===== src/rtl/pcm_frame_packer_top_defines.svh =====
// assertion macros for the pcm frame packer
`ifndef PCM_FRAME_PACKER_TOP_DEFINES_SVH
`define PCM_FRAME_PACKER_TOP_DEFINES_SVH

`ifndef SYNTHESIS

// condition holds at every edge out of reset
`define PFP_CHECK(lbl, cond) \
    lbl: assert property (@(posedge i_clk) disable iff (!i_rst_n) (cond)) \
        else $error("pcm frame packer check failed");

// trigger implies the condition in the next cycle
`define PFP_CHECK_NEXT(lbl, trig, cond) \
    lbl: assert property (@(posedge i_clk) disable iff (!i_rst_n) (trig) |=> (cond)) \
        else $error("pcm frame packer sequence check failed");

`else

`define PFP_CHECK(lbl, cond)
`define PFP_CHECK_NEXT(lbl, trig, cond)

`endif

`endif


===== src/rtl/pfp_pkg.sv =====
// shared types and constants of the pcm frame packer
package pfp_pkg;

    // output sample width decoded from the sample_bits register
    typedef enum logic [1:0] {
        W_NONE,
        W_8,
        W_16,
        W_32
    } t_width;

    // one queued frame: bytes in emission order and index of the last one
    typedef struct packed {
        logic [63:0] data;
        logic [2:0]  last;
    } t_entry;

    localparam logic [1:0] CFG_CHAN = 2'd0;
    localparam logic [1:0] CFG_BITS = 2'd1;

    localparam logic [5:0] SB_8  = 6'd8;
    localparam logic [5:0] SB_16 = 6'd16;
    localparam logic [5:0] SB_32 = 6'd32;

    localparam logic [1:0] CHAN_RESET = 2'd2;
    localparam logic [5:0] BITS_RESET = 6'd16;

    // +1.0 in q2.30
    localparam logic signed [31:0] Q_ONE = 32'sh4000_0000;

endpackage


===== src/rtl/pfp_front.sv =====
// front end: accepts frames, saturates and scales samples, packs bytes for the queue
module pfp_front
    import pfp_pkg::*;
#(
    parameter int QD = 8
) (
    input  logic                      i_clk,
    input  logic                      i_rst_n,
    input  logic                      i_accept,
    input  logic signed [31:0]        i_first_sample,
    input  logic signed [31:0]        i_second_sample,
    input  logic [1:0]                i_cfg_chan,
    input  logic [5:0]                i_cfg_bits,
    input  logic [$clog2(QD+1)-1:0]   i_q_count,
    output logic                      o_busy,
    output logic                      o_push,
    output t_entry                    o_entry
);

    localparam int CW = $clog2(QD+1);

    t_width n_width;
    logic [1:0] n_chan;

    logic r_v1, r_v2, r_v3;
    t_width r_w1, r_w2, r_w3;
    logic [1:0] r_c1, r_c2, r_c3;
    logic signed [31:0] r_smp [2];
    logic [31:0] r_op [2];
    logic r_neg2 [2];
    logic [31:0] r_q [2];
    logic r_neg3 [2];

    logic [31:0] n_op [2];
    logic n_neg [2];
    logic [31:0] n_q [2];
    logic [31:0] code [2];
    logic [CW:0] used;

    // a slot is reserved for every frame still in the pipeline
    assign used   = {1'b0, i_q_count} + (CW+1)'(r_v1) + (CW+1)'(r_v2) + (CW+1)'(r_v3);
    assign o_busy = (used >= (CW+1)'(QD));

    always_comb begin
        n_chan = (i_cfg_chan == 2'd3) ? 2'd2 : i_cfg_chan;
        unique case (i_cfg_bits)
            SB_8:    n_width = W_8;
            SB_16:   n_width = W_16;
            SB_32:   n_width = W_32;
            default: n_width = W_NONE;
        endcase
    end

    // saturate, then offset for 8 bit or take magnitude for the signed widths
    always_comb begin
        logic signed [31:0] v;
        for (int i = 0; i < 2; i++) begin
            v = r_smp[i];
            if (v > Q_ONE) begin
                v = Q_ONE;
            end else if (v < -Q_ONE) begin
                v = -Q_ONE;
            end
            if (r_w1 == W_8) begin
                n_op[i]  = 32'(v + Q_ONE);
                n_neg[i] = 1'b0;
            end else begin
                n_neg[i] = v[31];
                n_op[i]  = v[31] ? 32'(-v) : 32'(v);
            end
        end
    end

    // k*op as (op << n) - op with k = 2^n - 1, then drop the 30 fraction bits
    always_comb begin
        logic [62:0] opx;
        logic [62:0] prod;
        for (int i = 0; i < 2; i++) begin
            opx = {31'b0, r_op[i]};
            unique case (r_w2)
                W_8:     prod = (opx << 7) - opx;
                W_16:    prod = (opx << 15) - opx;
                W_32:    prod = (opx << 31) - opx;
                default: prod = '0;
            endcase
            n_q[i] = prod[61:30];
        end
    end

    always_comb begin
        for (int i = 0; i < 2; i++) begin
            code[i] = r_neg3[i] ? (32'd0 - r_q[i]) : r_q[i];
        end
        o_entry.data = '0;
        o_entry.last = '0;
        unique case (r_w3)
            W_8: begin
                o_entry.data = {48'b0, code[1][7:0], code[0][7:0]};
                o_entry.last = (r_c3 == 2'd2) ? 3'd1 : 3'd0;
            end
            W_16: begin
                o_entry.data = {32'b0, code[1][15:0], code[0][15:0]};
                o_entry.last = (r_c3 == 2'd2) ? 3'd3 : 3'd1;
            end
            W_32: begin
                o_entry.data = {code[1], code[0]};
                o_entry.last = (r_c3 == 2'd2) ? 3'd7 : 3'd3;
            end
            default: begin
                o_entry.data = '0;
                o_entry.last = '0;
            end
        endcase
    end

    assign o_push = r_v3;

    // frames that produce no bytes never enter the pipeline
    always_ff @(posedge i_clk) begin
        if (!i_rst_n) begin
            r_v1 <= 1'b0;
            r_v2 <= 1'b0;
            r_v3 <= 1'b0;
        end else begin
            r_v1 <= i_accept && (n_width != W_NONE) && (n_chan != 2'd0);
            r_v2 <= r_v1;
            r_v3 <= r_v2;
        end
    end

    always_ff @(posedge i_clk) begin
        if (i_accept) begin
            r_smp[0] <= i_first_sample;
            r_smp[1] <= i_second_sample;
            r_w1     <= n_width;
            r_c1     <= n_chan;
        end
        r_w2 <= r_w1;
        r_c2 <= r_c1;
        r_w3 <= r_w2;
        r_c3 <= r_c2;
        for (int i = 0; i < 2; i++) begin
            r_op[i]   <= n_op[i];
            r_neg2[i] <= n_neg[i];
            r_q[i]    <= n_q[i];
            r_neg3[i] <= r_neg2[i];
        end
    end

endmodule


===== src/rtl/pfp_queue.sv =====
// frame queue between front and back end
module pfp_queue
    import pfp_pkg::*;
#(
    parameter int QD = 8
) (
    input  logic                      i_clk,
    input  logic                      i_rst_n,
    input  logic                      i_push,
    input  t_entry                    i_entry,
    input  logic                      i_pop,
    output t_entry                    o_head,
    output logic                      o_empty,
    output logic [$clog2(QD+1)-1:0]   o_count
);

    localparam int AW = $clog2(QD);
    localparam int CW = $clog2(QD+1);

    t_entry r_mem [QD];
    t_entry r_head;
    logic [AW-1:0] r_wr, r_rd;
    logic [AW-1:0] rd_nxt;
    logic [CW-1:0] r_count;
    logic do_pop;

    assign do_pop  = i_pop && (r_count != '0);
    assign rd_nxt  = do_pop ? ((r_rd == AW'(QD-1)) ? '0 : r_rd + 1'b1) : r_rd;
    assign o_head  = r_head;
    assign o_empty = (r_count == '0);
    assign o_count = r_count;

    always_ff @(posedge i_clk) begin
        if (!i_rst_n) begin
            r_wr    <= '0;
            r_rd    <= '0;
            r_count <= '0;
        end else begin
            if (i_push) begin
                r_wr <= (r_wr == AW'(QD-1)) ? '0 : r_wr + 1'b1;
            end
            r_rd    <= rd_nxt;
            r_count <= r_count + CW'(i_push) - CW'(do_pop);
        end
    end

    // head register tracks the entry at the read pointer, taking a write to that slot directly
    always_ff @(posedge i_clk) begin
        if (i_push) begin
            r_mem[r_wr] <= i_entry;
        end
        if (i_push && (r_wr == rd_nxt)) begin
            r_head <= i_entry;
        end else begin
            r_head <= r_mem[rd_nxt];
        end
    end

endmodule


===== src/rtl/pfp_back.sv =====
// back end: serialises queued frames into one byte beat per cycle while the queue is not empty
module pfp_back
    import pfp_pkg::*;
(
    input  logic        i_clk,
    input  logic        i_rst_n,
    input  t_entry      i_head,
    input  logic        i_empty,
    output logic        o_pop,
    output logic        o_strobe,
    output logic [7:0]  o_byte_value,
    output logic        o_frame_end
);

    logic [2:0] r_idx;
    logic       r_strobe;
    logic [7:0] r_byte;
    logic       r_end;
    logic       last;

    assign last  = (r_idx == i_head.last);
    assign o_pop = !i_empty && last;

    always_ff @(posedge i_clk) begin
        if (!i_rst_n) begin
            r_idx    <= '0;
            r_strobe <= 1'b0;
        end else begin
            r_strobe <= !i_empty;
            if (!i_empty) begin
                r_idx <= last ? 3'd0 : r_idx + 3'd1;
            end
        end
    end

    always_ff @(posedge i_clk) begin
        r_byte <= i_head.data[{r_idx, 3'b000} +: 8];
        r_end  <= last;
    end

    assign o_strobe     = r_strobe;
    assign o_byte_value = r_byte;
    assign o_frame_end  = r_end;

endmodule


===== src/rtl/pcm_frame_packer_top.sv =====
// top level of the pcm frame packer
// Encodes a frame of two q2.30 samples as little-endian pcm bytes, one byte beat per
// cycle on o_strobe while a frame is queued, with o_frame_end on the last byte; the
// receiver cannot stall, so results must be taken as they appear. A frame is taken
// when start is high and busy is low; the front end takes a frame every cycle while
// the frame queue has room. A frame passes the front-end stages, the queue and the byte
// output register before its first byte appears. The serialiser sets the sustained
// rate: a frame has channels * sample_bits / 8 bytes, from 1 (mono, 8 bit) to 8 (stereo,
// 32 bit). Frames whose width setting is not 8, 16 or 32, or with zero channels, produce no bytes.
`include "pcm_frame_packer_top_defines.svh"

module pcm_frame_packer_top
    import pfp_pkg::*;
#(
    parameter int Q_DEPTH = 8
) (
    input  logic               i_clk,
    input  logic               i_rst_n,
    input  logic               start,
    output logic               busy,
    input  logic signed [31:0] i_first_sample,
    input  logic signed [31:0] i_second_sample,
    input  logic               i_cfg_we,
    input  logic [1:0]         i_cfg_idx,
    input  logic [5:0]         i_cfg_data,
    output logic               o_strobe,
    output logic [7:0]         o_byte_value,
    output logic               o_frame_end
);

    localparam int CW = $clog2(Q_DEPTH+1);

    logic [1:0] r_chan;
    logic [5:0] r_bits;

    logic          accept;
    logic          push, pop, empty;
    t_entry        entry, head;
    logic [CW-1:0] q_count;

    assign accept = start && !busy;

    always_ff @(posedge i_clk) begin
        if (!i_rst_n) begin
            r_chan <= CHAN_RESET;
            r_bits <= BITS_RESET;
        end else if (i_cfg_we) begin
            if (i_cfg_idx == CFG_CHAN) begin
                r_chan <= i_cfg_data[1:0];
            end else if (i_cfg_idx == CFG_BITS) begin
                r_bits <= i_cfg_data;
            end
        end
    end

    pfp_front #(.QD(Q_DEPTH)) u_front (
        .i_clk           (i_clk),
        .i_rst_n         (i_rst_n),
        .i_accept        (accept),
        .i_first_sample  (i_first_sample),
        .i_second_sample (i_second_sample),
        .i_cfg_chan      (r_chan),
        .i_cfg_bits      (r_bits),
        .i_q_count       (q_count),
        .o_busy          (busy),
        .o_push          (push),
        .o_entry         (entry)
    );

    pfp_queue #(.QD(Q_DEPTH)) u_queue (
        .i_clk   (i_clk),
        .i_rst_n (i_rst_n),
        .i_push  (push),
        .i_entry (entry),
        .i_pop   (pop),
        .o_head  (head),
        .o_empty (empty),
        .o_count (q_count)
    );

    pfp_back u_back (
        .i_clk        (i_clk),
        .i_rst_n      (i_rst_n),
        .i_head       (head),
        .i_empty      (empty),
        .o_pop        (pop),
        .o_strobe     (o_strobe),
        .o_byte_value (o_byte_value),
        .o_frame_end  (o_frame_end)
    );

    // queue never overfills and a push never lands on a full queue
    `PFP_CHECK(a_count_bound, q_count <= CW'(Q_DEPTH))
    `PFP_CHECK(a_push_room, !push || (q_count != CW'(Q_DEPTH)))
    // bytes of one frame go out in consecutive cycles
    `PFP_CHECK_NEXT(a_frame_contig, o_strobe && !o_frame_end, o_strobe)
    // no byte without a queued frame
    `PFP_CHECK_NEXT(a_strobe_src, empty, !o_strobe)

endmodule

===== config.mk =====
export PLATFORM = sky130hd
export DESIGN_NAME = pcm_frame_packer_top
export DESIGN_NICKNAME = d
export VERILOG_FILES = /design/src/rtl/pfp_pkg.sv /design/src/rtl/pfp_front.sv /design/src/rtl/pfp_queue.sv /design/src/rtl/pfp_back.sv /design/src/rtl/pcm_frame_packer_top.sv
export VERILOG_INCLUDE_DIRS = /design/src /design/src/rtl
export SDC_FILE = /design/constraint.sdc
export NUM_CORES = 1
export LEC_CHECK = 0
export ABC_AREA = 0
export BUFFER_PORTS_ARGS = -buffer_cell sky130_fd_sc_hd__buf_2
export CAP_MARGIN = 20
export CORE_UTILIZATION = 33
export DETAILED_ROUTE_END_ITERATION = 10
export PLACE_DENSITY = 0.56
export SETUP_SLACK_MARGIN = 0.05
export SLEW_MARGIN = 10
export SYNTH_ARGS = -nofsm -noshare
export SYNTH_HDL_FRONTEND = slang
export SYNTH_SLANG_ARGS = --single-unit

===== constraint.sdc =====
create_clock -name i_clk -period 5.3 [get_ports i_clk]
set_input_delay 1.06 -clock i_clk [delete_from_list [all_inputs] [get_ports i_clk]]
set_output_delay 1.06 -clock i_clk [all_outputs]
set_load 0.03 [all_outputs]

==> results.py <==
metrics = {
    "layout": {
        "area_growth_pct": 13.4,
        "layout.cells.non_filler": 4260,
        "layout-drive-gt1-share_pct": 16.5,
        "fill_cells": 10266,
        "multi_input_area_sq_um": 13900,
        "seq_area_sq_um": 21700,
        "antenna_cells": 0,
        "fin_nets": 2965,
    },
    "worst_setup_path": {
        "rrSetupSlack_ns": 0.97,
        "cp_slowest_cell": "or4_1",
        "start_kind": "register",
        "crit_arrival_ns": 4.88,
        "cp_num_buf_inv": 1,
        "end_kind": "register",
        "crit_chain": "or4_1 -> or3_1 -> or3_4 -> nor4_4 -> o21a_1 -> buf_4 -> nand2_1 -> ha_1 -> nor4b_1 -> nand3b_1 -> nor3_1 -> o21ai_0 -> o21ai_1 -> a31oi_1 -> nor2_1 -> a311oi_1",
        "timing.rr.start": "u_front.r_smp[0][52]",
        "max_stage_delay_ns": 0.57,
        "criticalPathCategory": "reg2reg",
        "reg2reg_depth": 16,
        "cp_max_fo": 17,
        "required_ns": 5.85,
        "rr_endpoint": "u_front.r_op[0][58]",
        "path_delay_family": "simple AND/OR/NAND/NOR gates",
    },
    "cts": {
        "cts_resized": 0,
        "clk_pin_slew_worst_paths_ns": 0.06,
        "cts_buffer_depth": 3,
        "postCtsSetupRepairBufs": 0,
        "cts_tree": "yes",
        "clk_latency_ns": 0.67,
        "cts_sinks": 781,
        "cts-root-buf": "clkbuf_16",
        "numCtsBuffers": 80,
        "ctsHtreeMaxLevel": 3,
        "postCtsHoldBufs": 0,
    },
    "place": {
        "portBuffers": 86,
        "place_worst_setup_slack_ns": 1.01,
        "dp_cells": 4113,
        "hpwl_um": 63700,
        "place_congestion": 0.985,
    },
    "drt": {
        "wl_um": 92600,
        "drtAntennaViolNets": 0,
        "dr.pass1.iters": 6,
        "wl_per_cell_um": 21.7,
        "avgViaCountPerCell": 5.40,
        "drc_errors": 0,
        "vias": 22984,
        "drtIter0Drc": 1810,
    },
    "timing": {
        "finalClockSkew_ns": 0.0389,
        "rsz0062_at_grt": "no",
        "hold_violations": 0,
        "period_minus_slack_ns": 4.33,
        "tns_ns": 0,
        "timing.final.crit_share_pct": 81.8,
        "slew_headroom_pct": 27.0,
        "setup-violations-final": 0,
        "tightest_slew_ns": 1.09,
        "layout_setup_ws_ns": 0.965,
        "fmaxAchievable_mhz": 231,
        "drv_slew": 0,
    },
    "yosys": {
        "ys_seq_elements": 781,
        "yosysTopAreaCell": "edfxtp_1",
        "netlist_instances": 2673,
        "yosysTopAreaCellShare_pct": 50.1,
        "synth-warning-count": 0,
        "synth.avg_cell_area_sq_um": 13.6,
        "synth-edff-count": 604,
        "synth_ff_type": "edfxtp_1",
        "ys_seq_area_share_pct": 59.8,
        "async_flop_share_pct": 0,
        "ys_types": 86,
        "synth_nets": 2855,
        "mappedNetlistArea_sq_um": 36200,
        "netlist_top_cells_area": "edfxtp_1 (50%), mux4_2 (11%), dfxtp_1 (9.8%)",
    },
    "floorplanning": {
        "core_sq_um": 109000,
        "start_util_pct": 33.3,
        "die_h_um": 333,
        "row_count": 121,
        "die-width_um": 333,
        "die-area_sq_um": 111000,
        "num_io_pins": 87,
    },
    "global_routing": {
        "grt_antenna_before_repair": 3,
        "overflow": 0,
        "grt_usage_pct": 16.5,
        "grt_pass1_vias": 22958,
        "grt_pass1_wl_um": 141000,
        "grt_max_degree": 82,
    },
    "pwr": {
        "ir_drop_v": 0.000275,
        "p_leak_nw": 13.9,
        "p_total_w": 0.0182,
        "power.density_nw_per_um2": 444,
    },
    "run": {
        "drv_cap": 0,
    },
    "status": {
        "outcome": "finished clean",
    },
    "worst_hold_path": {
        "hp-class": "reg2reg",
        "whs_path_depth": 0,
        "holdCritStartpoint": "u_front.r_neg2[0][1]",
        "worstHoldEndpoint": "u_front.r_neg3[0][1]",
    },
}
## layer usage
| metal | global-route usage, % | wire length (um) |
|---|---|---|
| met1 | 22.6 | 41800 |
| met2 | 26.4 | 42500 |
| met3 | 2.56 | 5160 |
| met4 | 5.94 | 3170 |
| met5 | 0 | 0 |
## power by group
part / internal (W) / total, W / switching (W)
combinational: 0.00193 / 0.00477 / 0.00284
sequential: 0.00729 / 0.00800 / 0.000703
clock: 0.00308 / 0.00546 / 0.00239
total: 0.0123 / 0.0182 / 0.00593
## sequential cells by signal, summed over array words and instances (netlist names), 2 cells and up, named ones only
signal,count
u_queue.r_mem,536
u_front.r_op,64
u_front.r_q,64
u_front.r_smp,64
u_back.o_byte_value,8
r_bits,6
u_queue.o_count,4
u_back.r_idx,3
u_queue.r_rd,3
u_queue.r_wr,3
r_chan,2
u_front.r_c1,2
u_front.r_c2,2
u_front.r_c3,2
u_front.r_neg2,2
u_front.r_neg3,2
u_front.r_w1,2
u_front.r_w2,2
u_front.r_w3,2
## area by class of cell
class | count | share of cell area [%]
Sequential cell | 781 | 52.8
Multi-Input combinational cell | 1705 | 33.8
Clock buffer | 107 | 5.22
Tap cell | 1414 | 4.31
Timing Repair Buffer | 132 | 2.08
Clock inverter | 38 | 1.01
Inverter | 83 | 0.758
## per-stage QoR
stage          instance area, sq um  hold WS, ns  utilization, %
2_1_floorplan                 36200        0.310               -
6_report                      41100        0.324            37.7
3_5_place_dp                  38500        0.312            35.4
5_1_grt                       41100        0.329            37.7
3_3_place_gp                  38400        0.310            35.3
4_1_cts                       41100        0.325            37.7
## layout by cell type (no fill, tap or decap), types with 17 or more instances in the layout
cell type / n
edfxtp_1: 604
nand2_1: 177
mux4_2: 174
dfxtp_1: 173
nor2_1: 172
a21oi_1: 128
o21ai_0: 124
ha_1: 103
buf_2: 86
inv_1: 80
clkbuf_16: 80
nor3_1: 73
xnor2_1: 72
xor2_1: 69
nand3_1: 50
buf_4: 39
nor4_1: 32
or3_1: 31
o31ai_1: 31
nand4_1: 30
o211ai_1: 29
a21o_1: 26
and3_1: 26
nand2b_1: 26
and2_1: 26
nor2b_1: 23
clkbuf_1: 23
or4_1: 21
mux2i_1: 21
o21ai_1: 17
## worst max path at each step
stage | start | endpoint | slack (ns) | cells past startpoint
after floorplan | u_front.r_smp[0][52] | u_front.r_op[0][44] | 1.22 | 17
after global placement | u_front.r_smp[0][52] | u_front.r_op[0][58] | 1.01 | 16
after detailed placement | u_front.r_smp[0][52] | u_front.r_op[0][48] | 1.01 | 13
after CTS | u_front.r_smp[0][52] | u_front.r_op[0][44] | 0.96 | 14
after global routing | u_front.r_smp[0][52] | u_front.r_op[0][58] | 0.70 | 16
final | u_front.r_smp[0][52] | u_front.r_op[0][58] | 0.97 | 16
## worst reg2reg max path, stage by stage (launching register included)
cell	delay (ns)
edfxtp_1	0.44
or4_1	0.58
or3_1	0.42
or3_4	0.38
nor4_4	0.28
o21a_1	0.15
buf_4	0.24
nand2_1	0.11
ha_1	0.32
nor4b_1	0.20
nand3b_1	0.14
nor3_1	0.08
o21ai_0	0.17
o21ai_1	0.16
a31oi_1	0.26
nor2_1	0.07
a311oi_1	0.26
## cell usage after synthesis (5+ instances only)
| cell | n |
|---|---|
| edfxtp_1 | 604 |
| nor2_1 | 178 |
| dfxtp_1 | 177 |
| nand2_1 | 177 |
| mux4_2 | 174 |
| a21oi_1 | 128 |
| o21ai_0 | 124 |
| ha_1 | 103 |
| inv_1 | 80 |
| nor3_1 | 75 |
| clkbuf_1 | 74 |
| xnor2_1 | 72 |
| xor2_1 | 69 |
| nand3_1 | 50 |
| nor4_1 | 32 |
| o31ai_1 | 31 |
| or3_1 | 31 |
| nand4_1 | 30 |
| o211ai_1 | 29 |
| and3_1 | 27 |
| a21o_1 | 26 |
| and2_1 | 26 |
| nand2b_1 | 26 |
| nor2b_1 | 23 |
| mux2i_1 | 21 |
| or4_1 | 21 |
| buf_1 | 20 |
| o21ai_1 | 17 |
| a31oi_1 | 16 |
| o21a_1 | 16 |
| o41ai_1 | 16 |
| a211oi_1 | 14 |
| a21boi_0 | 13 |
| o22ai_1 | 13 |
| a311oi_1 | 9 |
| or2_2 | 8 |
| and4_1 | 6 |
| buf_2 | 6 |
| nand3b_1 | 6 |
| o21bai_1 | 6 |
| a22oi_1 | 5 |
| o221ai_1 | 5 |
| o31a_1 | 5 |
## logic make-up after synthesis
group,Yosys count,synth area share (%)
simple gates,745,10.4
flops,781,59.8
compound gates,516,9.13
fa+ha+maj,106,3.72
mux,197,11.5
buf+inv,187,2.01
xor+xnor,141,3.41
No activity file was read; power rests on OpenSTA's default activity.
